--- config.mk ---
export PLATFORM = sky130hd
export DESIGN_NAME = dual_pulse_interval_meter_top_flat
export DESIGN_NICKNAME = d
export VERILOG_FILES = /design/src/hdl/dpim_pkg.sv /design/src/hdl/dpim_item_if.sv /design/src/hdl/dpim_result_if.sv /design/src/hdl/dpim_channel.sv /design/src/hdl/dual_pulse_interval_meter_top.sv /design/src/flat_wrapper.sv
export SDC_FILE = /design/constraint.sdc
export NUM_CORES = 1
export LEC_CHECK = 0
export BUFFER_PORTS_ARGS = -buffer_cell sky130_fd_sc_hd__buf_2
export CAP_MARGIN = 30
export CORE_MARGIN = 4
export CORE_UTILIZATION = 32
export CTS_CLUSTER_DIAMETER = 80
export DETAILED_ROUTE_END_ITERATION = 8
export HOLD_SLACK_MARGIN = 0.08
export PLACE_DENSITY_LB_ADDON = 0.1
export REMOVE_ABC_BUFFERS = 1
export SYNTH_ARGS = -nofsm -noshare
export SYNTH_HDL_FRONTEND = slang
export SYNTH_SLANG_ARGS = --single-unit
--- constraint.sdc ---
create_clock -name clk -period 4.6 [get_ports clk]
set_clock_uncertainty 0.15 [all_clocks]
set_input_delay 0.46 -clock clk [delete_from_list [all_inputs] [get_ports clk]]
set_output_delay 0.46 -clock clk [all_outputs]
set_load 0.02 [all_outputs]
--- src/hdl/dpim_pkg.sv ---
// ----------------------------------------------------------------------------
// dpim_pkg
// shared widths, codes and reset values for the dual pulse interval meter
// ----------------------------------------------------------------------------
`timescale 1ns / 1ps

package dpim_pkg;

	localparam int BEATS_DEF       = 10;
	localparam int SAMPLE_BITS_DEF = 10;

	localparam int KIND_BITS   = 2;
	localparam int COUNT_BITS  = 4;
	localparam int TICK_BITS   = 16;
	localparam int SUM_BITS    = 20;
	localparam int OUT_BITS    = 16;
	localparam int SUM_SHIFT   = 3;
	localparam int APB_DATA    = 32;
	localparam int APB_ADDR    = 4;
	localparam int REG_SEL_LSB = 2;

	localparam int HIGH_THR_RST = 900;
	localparam int LOW_THR_RST  = 20;
	localparam int TIMEOUT_RST  = 10000;

	typedef enum logic [KIND_BITS-1:0] {
		KIND_TICK   = 2'd0,
		KIND_SAMPLE = 2'd1,
		KIND_START  = 2'd2,
		KIND_SPARE  = 2'd3
	} kind_t;

	typedef enum logic [1:0] {
		REG_HIGH_THR = 2'd0,
		REG_LOW_THR  = 2'd1,
		REG_TIMEOUT  = 2'd2,
		REG_NONE     = 2'd3
	} reg_sel_t;

	// per channel commands from the top level
	typedef struct packed {
		logic clear;
		logic tick;
		logic sample_en;
	} chan_ctrl_t;

	// per channel next-state view used to build the result
	typedef struct packed {
		logic [COUNT_BITS-1:0] count;
		logic [SUM_BITS-1:0]   sum;
	} chan_stat_t;

endpackage

--- src/hdl/dpim_item_if.sv ---
// ----------------------------------------------------------------------------
// dpim_item_if
// input item channel: kind and one sample pair
// ----------------------------------------------------------------------------
`timescale 1ns / 1ps

interface dpim_item_if #(
	parameter int SAMPLE_BITS = dpim_pkg::SAMPLE_BITS_DEF
);
	logic                           valid;
	logic                           ready;
	logic [dpim_pkg::KIND_BITS-1:0] kind;
	logic [SAMPLE_BITS-1:0]         sample_a;
	logic [SAMPLE_BITS-1:0]         sample_b;

	modport source (output valid, kind, sample_a, sample_b, input ready);
	modport sink   (input valid, kind, sample_a, sample_b, output ready);
endinterface

--- src/hdl/dpim_result_if.sv ---
// ----------------------------------------------------------------------------
// dpim_result_if
// result item channel: both intervals, timeout flag and beat counts
// ----------------------------------------------------------------------------
`timescale 1ns / 1ps

interface dpim_result_if;
	logic                            valid;
	logic                            ready;
	logic [dpim_pkg::OUT_BITS-1:0]   beat_interval;
	logic [dpim_pkg::OUT_BITS-1:0]   transit_interval;
	logic                            timed_out;
	logic [dpim_pkg::COUNT_BITS-1:0] beats_a;
	logic [dpim_pkg::COUNT_BITS-1:0] beats_b;

	modport source (output valid, beat_interval, transit_interval, timed_out,
		beats_a, beats_b, input ready);
	modport sink   (input valid, beat_interval, transit_interval, timed_out,
		beats_a, beats_b, output ready);
endinterface

--- src/hdl/dpim_channel.sv ---
// ----------------------------------------------------------------------------
// dpim_channel
// hysteresis beat detector with tick counter and interval accumulator
// ----------------------------------------------------------------------------
`timescale 1ns / 1ps

module dpim_channel #(
	parameter int BEATS       = dpim_pkg::BEATS_DEF,
	parameter int SAMPLE_BITS = dpim_pkg::SAMPLE_BITS_DEF
) (
	input  logic                   clk,
	input  logic                   arst_n,
	input  dpim_pkg::chan_ctrl_t   ctrl,
	input  logic [SAMPLE_BITS-1:0] sample,
	input  logic [SAMPLE_BITS-1:0] high_thr,
	input  logic [SAMPLE_BITS-1:0] low_thr,
	output dpim_pkg::chan_stat_t   stat
);
	import dpim_pkg::*;

	typedef enum logic [1:0] {
		AWAIT_HIGH    = 2'd0,
		AWAIT_LOW     = 2'd1,
		AWAIT_CAPTURE = 2'd2
	} phase_t;

	localparam logic [TICK_BITS-1:0]  TICK_MAX  = '1;
	localparam logic [SUM_BITS-1:0]   SUM_MAX   = '1;
	localparam logic [COUNT_BITS-1:0] BEATS_CNT = COUNT_BITS'(BEATS);

	phase_t                phase_q, phase_d;
	logic [TICK_BITS-1:0]  ticks_q, ticks_d;
	logic [COUNT_BITS-1:0] count_q, count_d;
	logic [SUM_BITS-1:0]   sum_q, sum_d;
	logic [SUM_BITS:0]     sum_add;
	logic                  hi, lo;

	assign hi      = sample > high_thr;
	assign lo      = sample < low_thr;
	assign sum_add = {1'b0, sum_q} + (SUM_BITS+1)'(ticks_q);

	always_comb begin
		phase_d = phase_q;
		ticks_d = ticks_q;
		count_d = count_q;
		sum_d   = sum_q;
		if (ctrl.clear) begin
			phase_d = AWAIT_HIGH;
			ticks_d = '0;
			count_d = '0;
			sum_d   = '0;
		end else if (ctrl.tick) begin
			if (ticks_q != TICK_MAX)
				ticks_d = ticks_q + 1'b1;
		end else if (ctrl.sample_en) begin
			unique case (phase_q)
				AWAIT_HIGH: begin
					if (hi)
						phase_d = AWAIT_LOW;
				end
				AWAIT_LOW: begin
					if (lo)
						phase_d = AWAIT_CAPTURE;
				end
				AWAIT_CAPTURE: begin
					// a full channel parks here and captures nothing more
					if (hi && count_q < BEATS_CNT) begin
						// first interval is only a starting mark
						if (count_q != '0)
							sum_d = sum_add[SUM_BITS] ? SUM_MAX : sum_add[SUM_BITS-1:0];
						ticks_d = '0;
						count_d = count_q + 1'b1;
						phase_d = AWAIT_HIGH;
					end
				end
				default: phase_d = phase_q;
			endcase
		end
	end

	always_ff @(posedge clk or negedge arst_n) begin
		if (!arst_n) begin
			phase_q <= AWAIT_HIGH;
			ticks_q <= '0;
			count_q <= '0;
			sum_q   <= '0;
		end else begin
			phase_q <= phase_d;
			ticks_q <= ticks_d;
			count_q <= count_d;
			sum_q   <= sum_d;
		end
	end

	assign stat.count = count_d;
	assign stat.sum   = sum_d;

endmodule

--- src/hdl/dual_pulse_interval_meter_top.sv ---
// ----------------------------------------------------------------------------
// dual_pulse_interval_meter_top
// two-channel pulse interval meter with hysteresis beat detection
// ----------------------------------------------------------------------------
// usage
//   samples: input items. kind tick advances both tick counters and the
//   timeout, kind sample carries one sample per channel, kind start clears
//   the measurement and arms the timeout. other kinds are ignored.
//   results: one item per measurement, when both channels hold BEATS beats
//   or when the timeout runs out (timed_out set).
//   apb port: high_threshold at 0x0, low_threshold at 0x4, timeout_ticks at
//   0x8; write only while the block is idle.
// timing
//   an item is taken into the input register; when it moves on, its effect
//   lands in the channel state and any result in the output register.
//   one item per cycle sustained while no result waits on results.ready:
//   the only path is a compare and a 20-bit add per channel between the
//   input register and the state registers.
// reset
//   arst_n clears the measurement, drops both valids and reloads the
//   thresholds and timeout with their defaults.
// back-pressure
//   while a result waits on results.ready the input register holds its item
//   and samples.ready falls; nothing is lost or repeated.
// ----------------------------------------------------------------------------
`timescale 1ns / 1ps

module dual_pulse_interval_meter_top #(
	parameter int BEATS       = dpim_pkg::BEATS_DEF,
	parameter int SAMPLE_BITS = dpim_pkg::SAMPLE_BITS_DEF
) (
	input  logic                            clk,
	input  logic                            arst_n,
	dpim_item_if.sink                       samples,
	dpim_result_if.source                   results,
	input  logic                            psel,
	input  logic                            penable,
	input  logic                            pwrite,
	input  logic [dpim_pkg::APB_ADDR-1:0]   paddr,
	input  logic [dpim_pkg::APB_DATA-1:0]   pwdata,
	output logic [dpim_pkg::APB_DATA-1:0]   prdata,
	output logic                            pready
);
	import dpim_pkg::*;

	// configuration registers
	logic [SAMPLE_BITS-1:0] high_thr_q;
	logic [SAMPLE_BITS-1:0] low_thr_q;
	logic [TICK_BITS-1:0]   timeout_q;
	logic                   cfg_wr;
	reg_sel_t               reg_sel;

	// input register
	logic                   item_v_s1;
	kind_t                  kind_s1;
	logic [SAMPLE_BITS-1:0] sample_a_s1;
	logic [SAMPLE_BITS-1:0] sample_b_s1;

	// measurement control
	logic                   active_q;
	logic [TICK_BITS-1:0]   remaining_q;
	logic [TICK_BITS-1:0]   remaining_dec;
	logic                   advance;
	logic                   proc;
	logic                   do_start, do_tick, do_sample;
	logic                   emit;
	logic                   emit_to;
	chan_ctrl_t             ctrl;
	chan_stat_t             stat_a, stat_b;

	// result register
	logic                   res_v_q;
	logic [OUT_BITS-1:0]    beat_q, transit_q;
	logic                   timed_out_q;
	logic [COUNT_BITS-1:0]  beats_a_q, beats_b_q;

	localparam logic [COUNT_BITS-1:0] BEATS_CNT = COUNT_BITS'(BEATS);

	// saturate sum >> 3 to the result width
	function automatic logic [OUT_BITS-1:0] shrink(input logic [SUM_BITS-1:0] s);
		logic [SUM_BITS-SUM_SHIFT-1:0] v;
		v = s[SUM_BITS-1:SUM_SHIFT];
		shrink = (v[SUM_BITS-SUM_SHIFT-1:OUT_BITS] != '0) ? '1 : v[OUT_BITS-1:0];
	endfunction

	// ---------------- apb register file ----------------
	assign pready  = 1'b1;
	assign reg_sel = reg_sel_t'(paddr[REG_SEL_LSB+1:REG_SEL_LSB]);
	assign cfg_wr  = psel && penable && pwrite;

	always_ff @(posedge clk or negedge arst_n) begin
		if (!arst_n) begin
			high_thr_q <= SAMPLE_BITS'(HIGH_THR_RST);
			low_thr_q  <= SAMPLE_BITS'(LOW_THR_RST);
			timeout_q  <= TICK_BITS'(TIMEOUT_RST);
		end else if (cfg_wr) begin
			unique case (reg_sel)
				REG_HIGH_THR: high_thr_q <= pwdata[SAMPLE_BITS-1:0];
				REG_LOW_THR:  low_thr_q  <= pwdata[SAMPLE_BITS-1:0];
				REG_TIMEOUT:  timeout_q  <= pwdata[TICK_BITS-1:0];
				default: ;
			endcase
		end
	end

	always_comb begin
		unique case (reg_sel)
			REG_HIGH_THR: prdata = APB_DATA'(high_thr_q);
			REG_LOW_THR:  prdata = APB_DATA'(low_thr_q);
			REG_TIMEOUT:  prdata = APB_DATA'(timeout_q);
			default:      prdata = '0;
		endcase
	end

	// ---------------- input register ----------------
	// the held item moves on whenever the result slot is free or draining
	assign advance       = !res_v_q || results.ready;
	assign proc          = item_v_s1 && advance;
	assign samples.ready = !item_v_s1 || advance;

	always_ff @(posedge clk or negedge arst_n) begin
		if (!arst_n) begin
			item_v_s1 <= 1'b0;
		end else if (samples.ready) begin
			item_v_s1 <= samples.valid;
		end
	end

	always_ff @(posedge clk) begin
		if (samples.ready && samples.valid) begin
			kind_s1     <= kind_t'(samples.kind);
			sample_a_s1 <= samples.sample_a;
			sample_b_s1 <= samples.sample_b;
		end
	end

	// ---------------- item decode ----------------
	// ticks and samples outside a measurement are dropped
	assign do_start  = proc && kind_s1 == KIND_START;
	assign do_tick   = proc && active_q && kind_s1 == KIND_TICK;
	assign do_sample = proc && active_q && kind_s1 == KIND_SAMPLE;

	assign ctrl.clear     = do_start;
	assign ctrl.tick      = do_tick;
	assign ctrl.sample_en = do_sample;

	assign remaining_dec = (remaining_q != '0) ? remaining_q - 1'b1 : remaining_q;

	always_comb begin
		emit    = 1'b0;
		emit_to = 1'b0;
		if (do_start) begin
			// zero timeout ends the measurement straight away
			emit    = timeout_q == '0;
			emit_to = 1'b1;
		end else if (do_tick) begin
			emit    = remaining_dec == '0;
			emit_to = 1'b1;
		end else if (do_sample) begin
			emit    = stat_a.count >= BEATS_CNT && stat_b.count >= BEATS_CNT;
		end
	end

	always_ff @(posedge clk or negedge arst_n) begin
		if (!arst_n) begin
			active_q    <= 1'b0;
			remaining_q <= '0;
		end else begin
			if (do_start) begin
				remaining_q <= timeout_q;
				active_q    <= timeout_q != '0;
			end else if (do_tick) begin
				remaining_q <= remaining_dec;
				if (emit)
					active_q <= 1'b0;
			end else if (do_sample && emit) begin
				active_q <= 1'b0;
			end
		end
	end

	// ---------------- channels ----------------
	dpim_channel #(
		.BEATS       (BEATS),
		.SAMPLE_BITS (SAMPLE_BITS)
	) u_chan_a (
		.clk      (clk),
		.arst_n   (arst_n),
		.ctrl     (ctrl),
		.sample   (sample_a_s1),
		.high_thr (high_thr_q),
		.low_thr  (low_thr_q),
		.stat     (stat_a)
	);

	dpim_channel #(
		.BEATS       (BEATS),
		.SAMPLE_BITS (SAMPLE_BITS)
	) u_chan_b (
		.clk      (clk),
		.arst_n   (arst_n),
		.ctrl     (ctrl),
		.sample   (sample_b_s1),
		.high_thr (high_thr_q),
		.low_thr  (low_thr_q),
		.stat     (stat_b)
	);

	// ---------------- result register ----------------
	always_ff @(posedge clk or negedge arst_n) begin
		if (!arst_n) begin
			res_v_q <= 1'b0;
		end else if (emit) begin
			res_v_q <= 1'b1;
		end else if (results.ready) begin
			res_v_q <= 1'b0;
		end
	end

	always_ff @(posedge clk) begin
		if (emit) begin
			beat_q      <= shrink(stat_a.sum);
			transit_q   <= shrink(stat_b.sum);
			timed_out_q <= emit_to;
			beats_a_q   <= stat_a.count;
			beats_b_q   <= stat_b.count;
		end
	end

	assign results.valid            = res_v_q;
	assign results.beat_interval    = beat_q;
	assign results.transit_interval = transit_q;
	assign results.timed_out        = timed_out_q;
	assign results.beats_a          = beats_a_q;
	assign results.beats_b          = beats_b_q;

endmodule

--- src/flat_wrapper.sv ---
// flat-port wrapper written by rule: the top's interface ports become plain ports
module dual_pulse_interval_meter_top_flat import dpim_pkg::*;
#(
	parameter int BEATS       = dpim_pkg::BEATS_DEF,
	parameter int SAMPLE_BITS = dpim_pkg::SAMPLE_BITS_DEF
)
  (clk, arst_n, psel, penable, pwrite, paddr, pwdata, prdata, pready, samples_valid, samples_kind, samples_sample_a, samples_sample_b, samples_ready, results_valid, results_beat_interval, results_transit_interval, results_timed_out, results_beats_a, results_beats_b, results_ready);
  dpim_item_if #(.SAMPLE_BITS(SAMPLE_BITS)) samples_i ();
  dpim_result_if results_i ();
  input  logic clk;
  input  logic arst_n;
  input  logic psel;
  input  logic penable;
  input  logic pwrite;
  input  logic [dpim_pkg::APB_ADDR-1:0] paddr;
  input  logic [dpim_pkg::APB_DATA-1:0] pwdata;
  output logic [dpim_pkg::APB_DATA-1:0] prdata;
  output logic pready;
  input wire logic [$bits(samples_i.valid)-1:0] samples_valid;
  input wire logic [$bits(samples_i.kind)-1:0] samples_kind;
  input wire logic [$bits(samples_i.sample_a)-1:0] samples_sample_a;
  input wire logic [$bits(samples_i.sample_b)-1:0] samples_sample_b;
  output wire logic [$bits(samples_i.ready)-1:0] samples_ready;
  output wire logic [$bits(results_i.valid)-1:0] results_valid;
  output wire logic [$bits(results_i.beat_interval)-1:0] results_beat_interval;
  output wire logic [$bits(results_i.transit_interval)-1:0] results_transit_interval;
  output wire logic [$bits(results_i.timed_out)-1:0] results_timed_out;
  output wire logic [$bits(results_i.beats_a)-1:0] results_beats_a;
  output wire logic [$bits(results_i.beats_b)-1:0] results_beats_b;
  input wire logic [$bits(results_i.ready)-1:0] results_ready;
  assign samples_i.valid = samples_valid;
  assign samples_i.kind = samples_kind;
  assign samples_i.sample_a = samples_sample_a;
  assign samples_i.sample_b = samples_sample_b;
  assign samples_ready = samples_i.ready;
  assign results_valid = results_i.valid;
  assign results_beat_interval = results_i.beat_interval;
  assign results_transit_interval = results_i.transit_interval;
  assign results_timed_out = results_i.timed_out;
  assign results_beats_a = results_i.beats_a;
  assign results_beats_b = results_i.beats_b;
  assign results_i.ready = results_ready;
  dual_pulse_interval_meter_top #(.BEATS(BEATS), .SAMPLE_BITS(SAMPLE_BITS)) u_core (.clk(clk), .arst_n(arst_n), .samples(samples_i), .results(results_i), .psel(psel), .penable(penable), .pwrite(pwrite), .paddr(paddr), .pwdata(pwdata), .prdata(prdata), .pready(pready));
endmodule
==> results by stage <==
Floorplanning:
- The width of the chip is 199 um.
- Pin placement for this block handled 141 I/O pins.
- The standard-cell row count is 69.
- The initial standard-cell utilization of the core is 32.5%.
- After floorplanning, the core was sized to cover 0.0357 mm2.
- The area enclosed by the die boundary is 0.0395 mm2.
- The vertical die dimension is 199 um.

Finish:
- The signed area change from the synthesized netlist to the final layout is 20.5%.
- 0 antenna diodes ended up in the layout.
- Summing all multi-input logic gate instances after layout gives 0.00582 mm2.
- Of the cells placed in the final design, the portion with a size suffix greater than 1 is 18.2%.
- The end-of-flow core utilization is 39.2%.
- The sequential cell area is 0.00538 mm2.
- The filler cell count in the final layout is 3569.
- The net count reported at finish is 1456.

Yosys:
- A synthesized cell averages 10.1 um2.
- Yosys mapped a number of flops with a built-in enable equal to 63.
- The count of different cell masters after synthesis is 72.
- The most used flip-flop cell after synthesis is dfrtp_1.
- In this run the biggest area consumer among cell types represents 27.5% of the synthesized area.
- The post-synthesis instance total is 1153.
- The post-synthesis instance area is 0.0116 mm2.
- The fraction of synthesis flops using an asynchronous set or reset pin is 68.8%.
- The largest area contributor in the netlist is dfrtp_1.
- The share of the yosys chip area belonging to registers is 46.3%.
- The total of flip-flops plus latches after synthesis is 202.
- The total number of yosys warnings is 0.
- By area the synthesized netlist is led by dfrtp_1 28%, edfxtp_1 16%, ha_1 9.0%.

GRT:
- The number of global-route vias before repair came to 9258.
- The busiest layer in global routing is met2.
- The global-route wire length before repair is 50.3 mm.
- The global-route congestion overflow total is 0.
- The number of antenna violations at the first check in global routing is 0.
- In the global route stage, met3 resource usage came out at 2.46%.
- Global routing consumed, on the met1 layer, 21.4% of the routing resources.
- For this run, global-route usage on met2 was measured as 26.6%.
- The global routing usage summed across all routing layers is 15.8%.
- The pin count of the biggest net entering global routing is 94.

Worst setup path:
- The endpoint identified for the worst register-to-register timing path is u_core.results.beats_b[0].
- The register-to-register setup slack is 630 ps.
- The required time of the critical path is 4660 ps.
- The type of the worst setup path is flop to flop.
- The worst setup path is launched from a flop.
- The startpoint of the worst register-to-register path is u_core.remaining_q[6].
- The number of cells on the worst reg-to-reg path is 9.
- The type of element capturing the critical path is a flop.
- The peak fanout along the critical path is 37.
- The worst setup path startpoint is u_core.remaining_q[6].
- For the worst setup path, the data arrival time is 4030 ps.

CTS:
- After clock tree synthesis, the clock-pin slew on the worst setup and hold paths is 60 ps.
- The H-tree level count is 1.
- No sink is reached through more buffers than the 3 on the longest clock path.
- The clock latency on the worst-skew pair is 540 ps.
- The root buffer cell is clkbuf_16.
- The CTS tree is yes.
- The number of gates given a new drive strength after cts is 0.
- TritonCTS created 26 clock buffers.
- For this design, the sink count on the clock tree is 202.

Place:
- Routability-driven placement finished with a final weighted congestion of 0.827.
- The placed wire-length estimate is 22.2 mm.
- OpenSTA, run right after detailed placement, puts the worst setup slack at 613 ps.
- During placement, the flow inserted port buffers numbering 105.

Timing:
- The number of slew-limit violations in the final report is 0.
- For the pin with the worst max-slew slack, the measured transition is 893 ps.
- Hold timing on the final database bottoms out at a slack of 291 ps.
- The number of hold-slack violations in the final timing report is 0.
- The top achievable clock speed is 0.252 GHz.
- The time the final worst path needs with I/O delays and setup is 3970 ps.
- In this run the tightest slew margin relative to its limit is 39.6%.
- The worst-case setup margin in the final layout is 630 ps.
- Setup repair after global routing left no endpoint under its margin.
- Setup violations remaining at the end of the flow were counted as 0.
- The period utilization is 86.3%.

Status:
- The run finished with clean final reports.

Drt:
- The detailed-routing iteration count for the pre-antenna-repair pass is 5.
- The routed design has 30.9 mm of wire.
- The number of remaining DRC errors is 0.
- In the routed layout, each cell is associated on average with a via count of 5.09.
- The final antenna-violating net count is 0.
- The total number of vias is 9089.
- The DRC violation total after the first TritonRoute iteration is 529.
- After detailed routing, the average wire length per cell comes to 17.3 um.

Hold path:
- The worst hold-check path type is input port to asynchronous set/reset pin.

Power and ir drop:
- The power per standard cell area is 384 mW/mm2.
- The reported leakage power is 0.00631 uW.
- The worst-case vdd ir drop is 0.285 mV.

Job:
- The tool flagged a number of max-cap violations equal to 0.
[report_power, final]
group          switching (uW)  internal (uW)  total [uW]
Combinational             616            453        1070
Sequential                197           2060        2260
Clock                     791           1260        2060
[registers in the layout, summed over array words and instances (netlist names), 2 cells and up]
register / flops
u_core.high_thr_q: 10
u_core.sample_b_s1: 10
u_core.u_chan_b.count_q: 4
u_core.u_chan_b.sum_q: 20
u_core.low_thr_q: 10
u_core.u_chan_a.sum_q: 20
u_core.results.beats_b: 4
u_core.u_chan_b.ticks_q: 16
u_core.results.beats_a: 4
u_core.sample_a_s1: 10
u_core.u_chan_b.phase_q: 2
u_core.timeout_q: 16
u_core.u_chan_a.ticks_q: 16
u_core.remaining_q: 16
u_core.kind_s1: 2
u_core.results.transit_interval: 16
u_core.results.beat_interval: 16
u_core.u_chan_a.phase_q: 2
u_core.u_chan_a.count_q: 4
[cell usage after synthesis, drive strengths merged, types with 3 or more instances]
cell type,count
dfrtp,128
o21ai,95
nand2,90
ha,84
nor2,83
a21oi,66
edfxtp,63
inv,57
clkbuf,33
nand2b,32
mux2,28
nor3,26
buf,25
xor2,25
nand3,23
xnor2,23
nand4,21
mux2i,18
a31oi,16
o221a,15
a21o,14
nor4,12
and2,11
dfstp,11
or3,11
and3,10
nor2b,9
o21a,9
o31ai,9
o211ai,8
or2,8
a211oi,7
o21bai,7
a221o,5
a211o,4
a21boi,4
a22oi,4
a31o,4
o2111ai,4
o22ai,4
o311ai,4
nand4b,3
o31a,3
o41ai,3
or4,3
[worst max-delay path, cell delays in order, from the launching register on]
cell and delay (ps):
dfrtp_1 440, or4_4 570, or3_1 430, or4b_4 580, xnor2_2 140, nor4b_1 420
a31oi_1 220, o31a_2 190, nor2_4 200, buf_12 270
[through the flow]
| step | cell area (um2) | total power (uW) | cells | TNS [ps] |
|---|---|---|---|---|
| global route | 14000 | 5710 | 1786 | 0 |
| finish | 14000 | 5380 | 1786 | 0 |
| floorplan | 11400 | 2970 | 1110 | -15220 |
| CTS | 14000 | 5470 | 1785 | 0 |
| detailed placement | 12700 | 3330 | 1696 | 0 |
| global placement | 12700 | 3320 | 1694 | 0 |
[placed cells by master (no fill, tap or decap), drive strengths merged, types with 18 or more instances in the layout]
cell type	n
dfrtp	128
buf	126
o21ai	95
nand2	90
ha	84
nor2	83
a21oi	66
edfxtp	63
inv	58
dlygate4sd3	41
clkbuf	38
nand2b	32
mux2	28
nor3	26
xor2	25
nand3	23
xnor2	23
nand4	21
mux2i	18
[repair_timing]
item | 4_1_cts | 5_1_grt
endpoints found under the hold margin | 142 | 0
buffers inserted | 0 | 0
hold buffers | 41 | 0
[worst max path at each step]
stage	endpoint	slack, ps	depth (start not counted)
2_1_floorplan	u_core.results.beat_interval[0]	-370	10
3_3_place_gp	u_core.results.transit_interval[10]	600	9
3_5_place_dp	u_core.results.transit_interval[7]	610	9
4_1_cts	u_core.results.transit_interval[6]	590	9
5_1_grt	u_core.results.transit_interval[11]	420	11
6_report	u_core.results.beats_b[0]	630	9
[logic make-up after synthesis]
family | Yosys count | synth area share (%)
and+or+nand+nor | 353 | 15.1
adders and majority gates | 86 | 9.38
xor gates and xnor gates | 48 | 3.68
muxes | 46 | 4.26
DFF | 202 | 46.3
buffers and inverters | 115 | 4.31
AOI/OAI and AO/OA | 301 | 16.9
other | 2 | 0.0646
[metal layers]
layer / part of all wire, % / vias to the layer above
li1: - / 4508
met1: 47 / 4376
met2: 47 / 162
met3: 3.7 / 43
met4: 2.5 / 0
met5: 0 / -
[area by class of cell]
class                   instances  share of cell area (%)
flip-flops and latches        202                    38.4
inverters                      57                    1.53
repair buffers                167                    8.22
clock buffers                  38                    5.47
multi-input cells             851                    41.5
well taps                     461                    4.11
clock inverters                10                   0.750
Power figures use the tool's default switching activity.
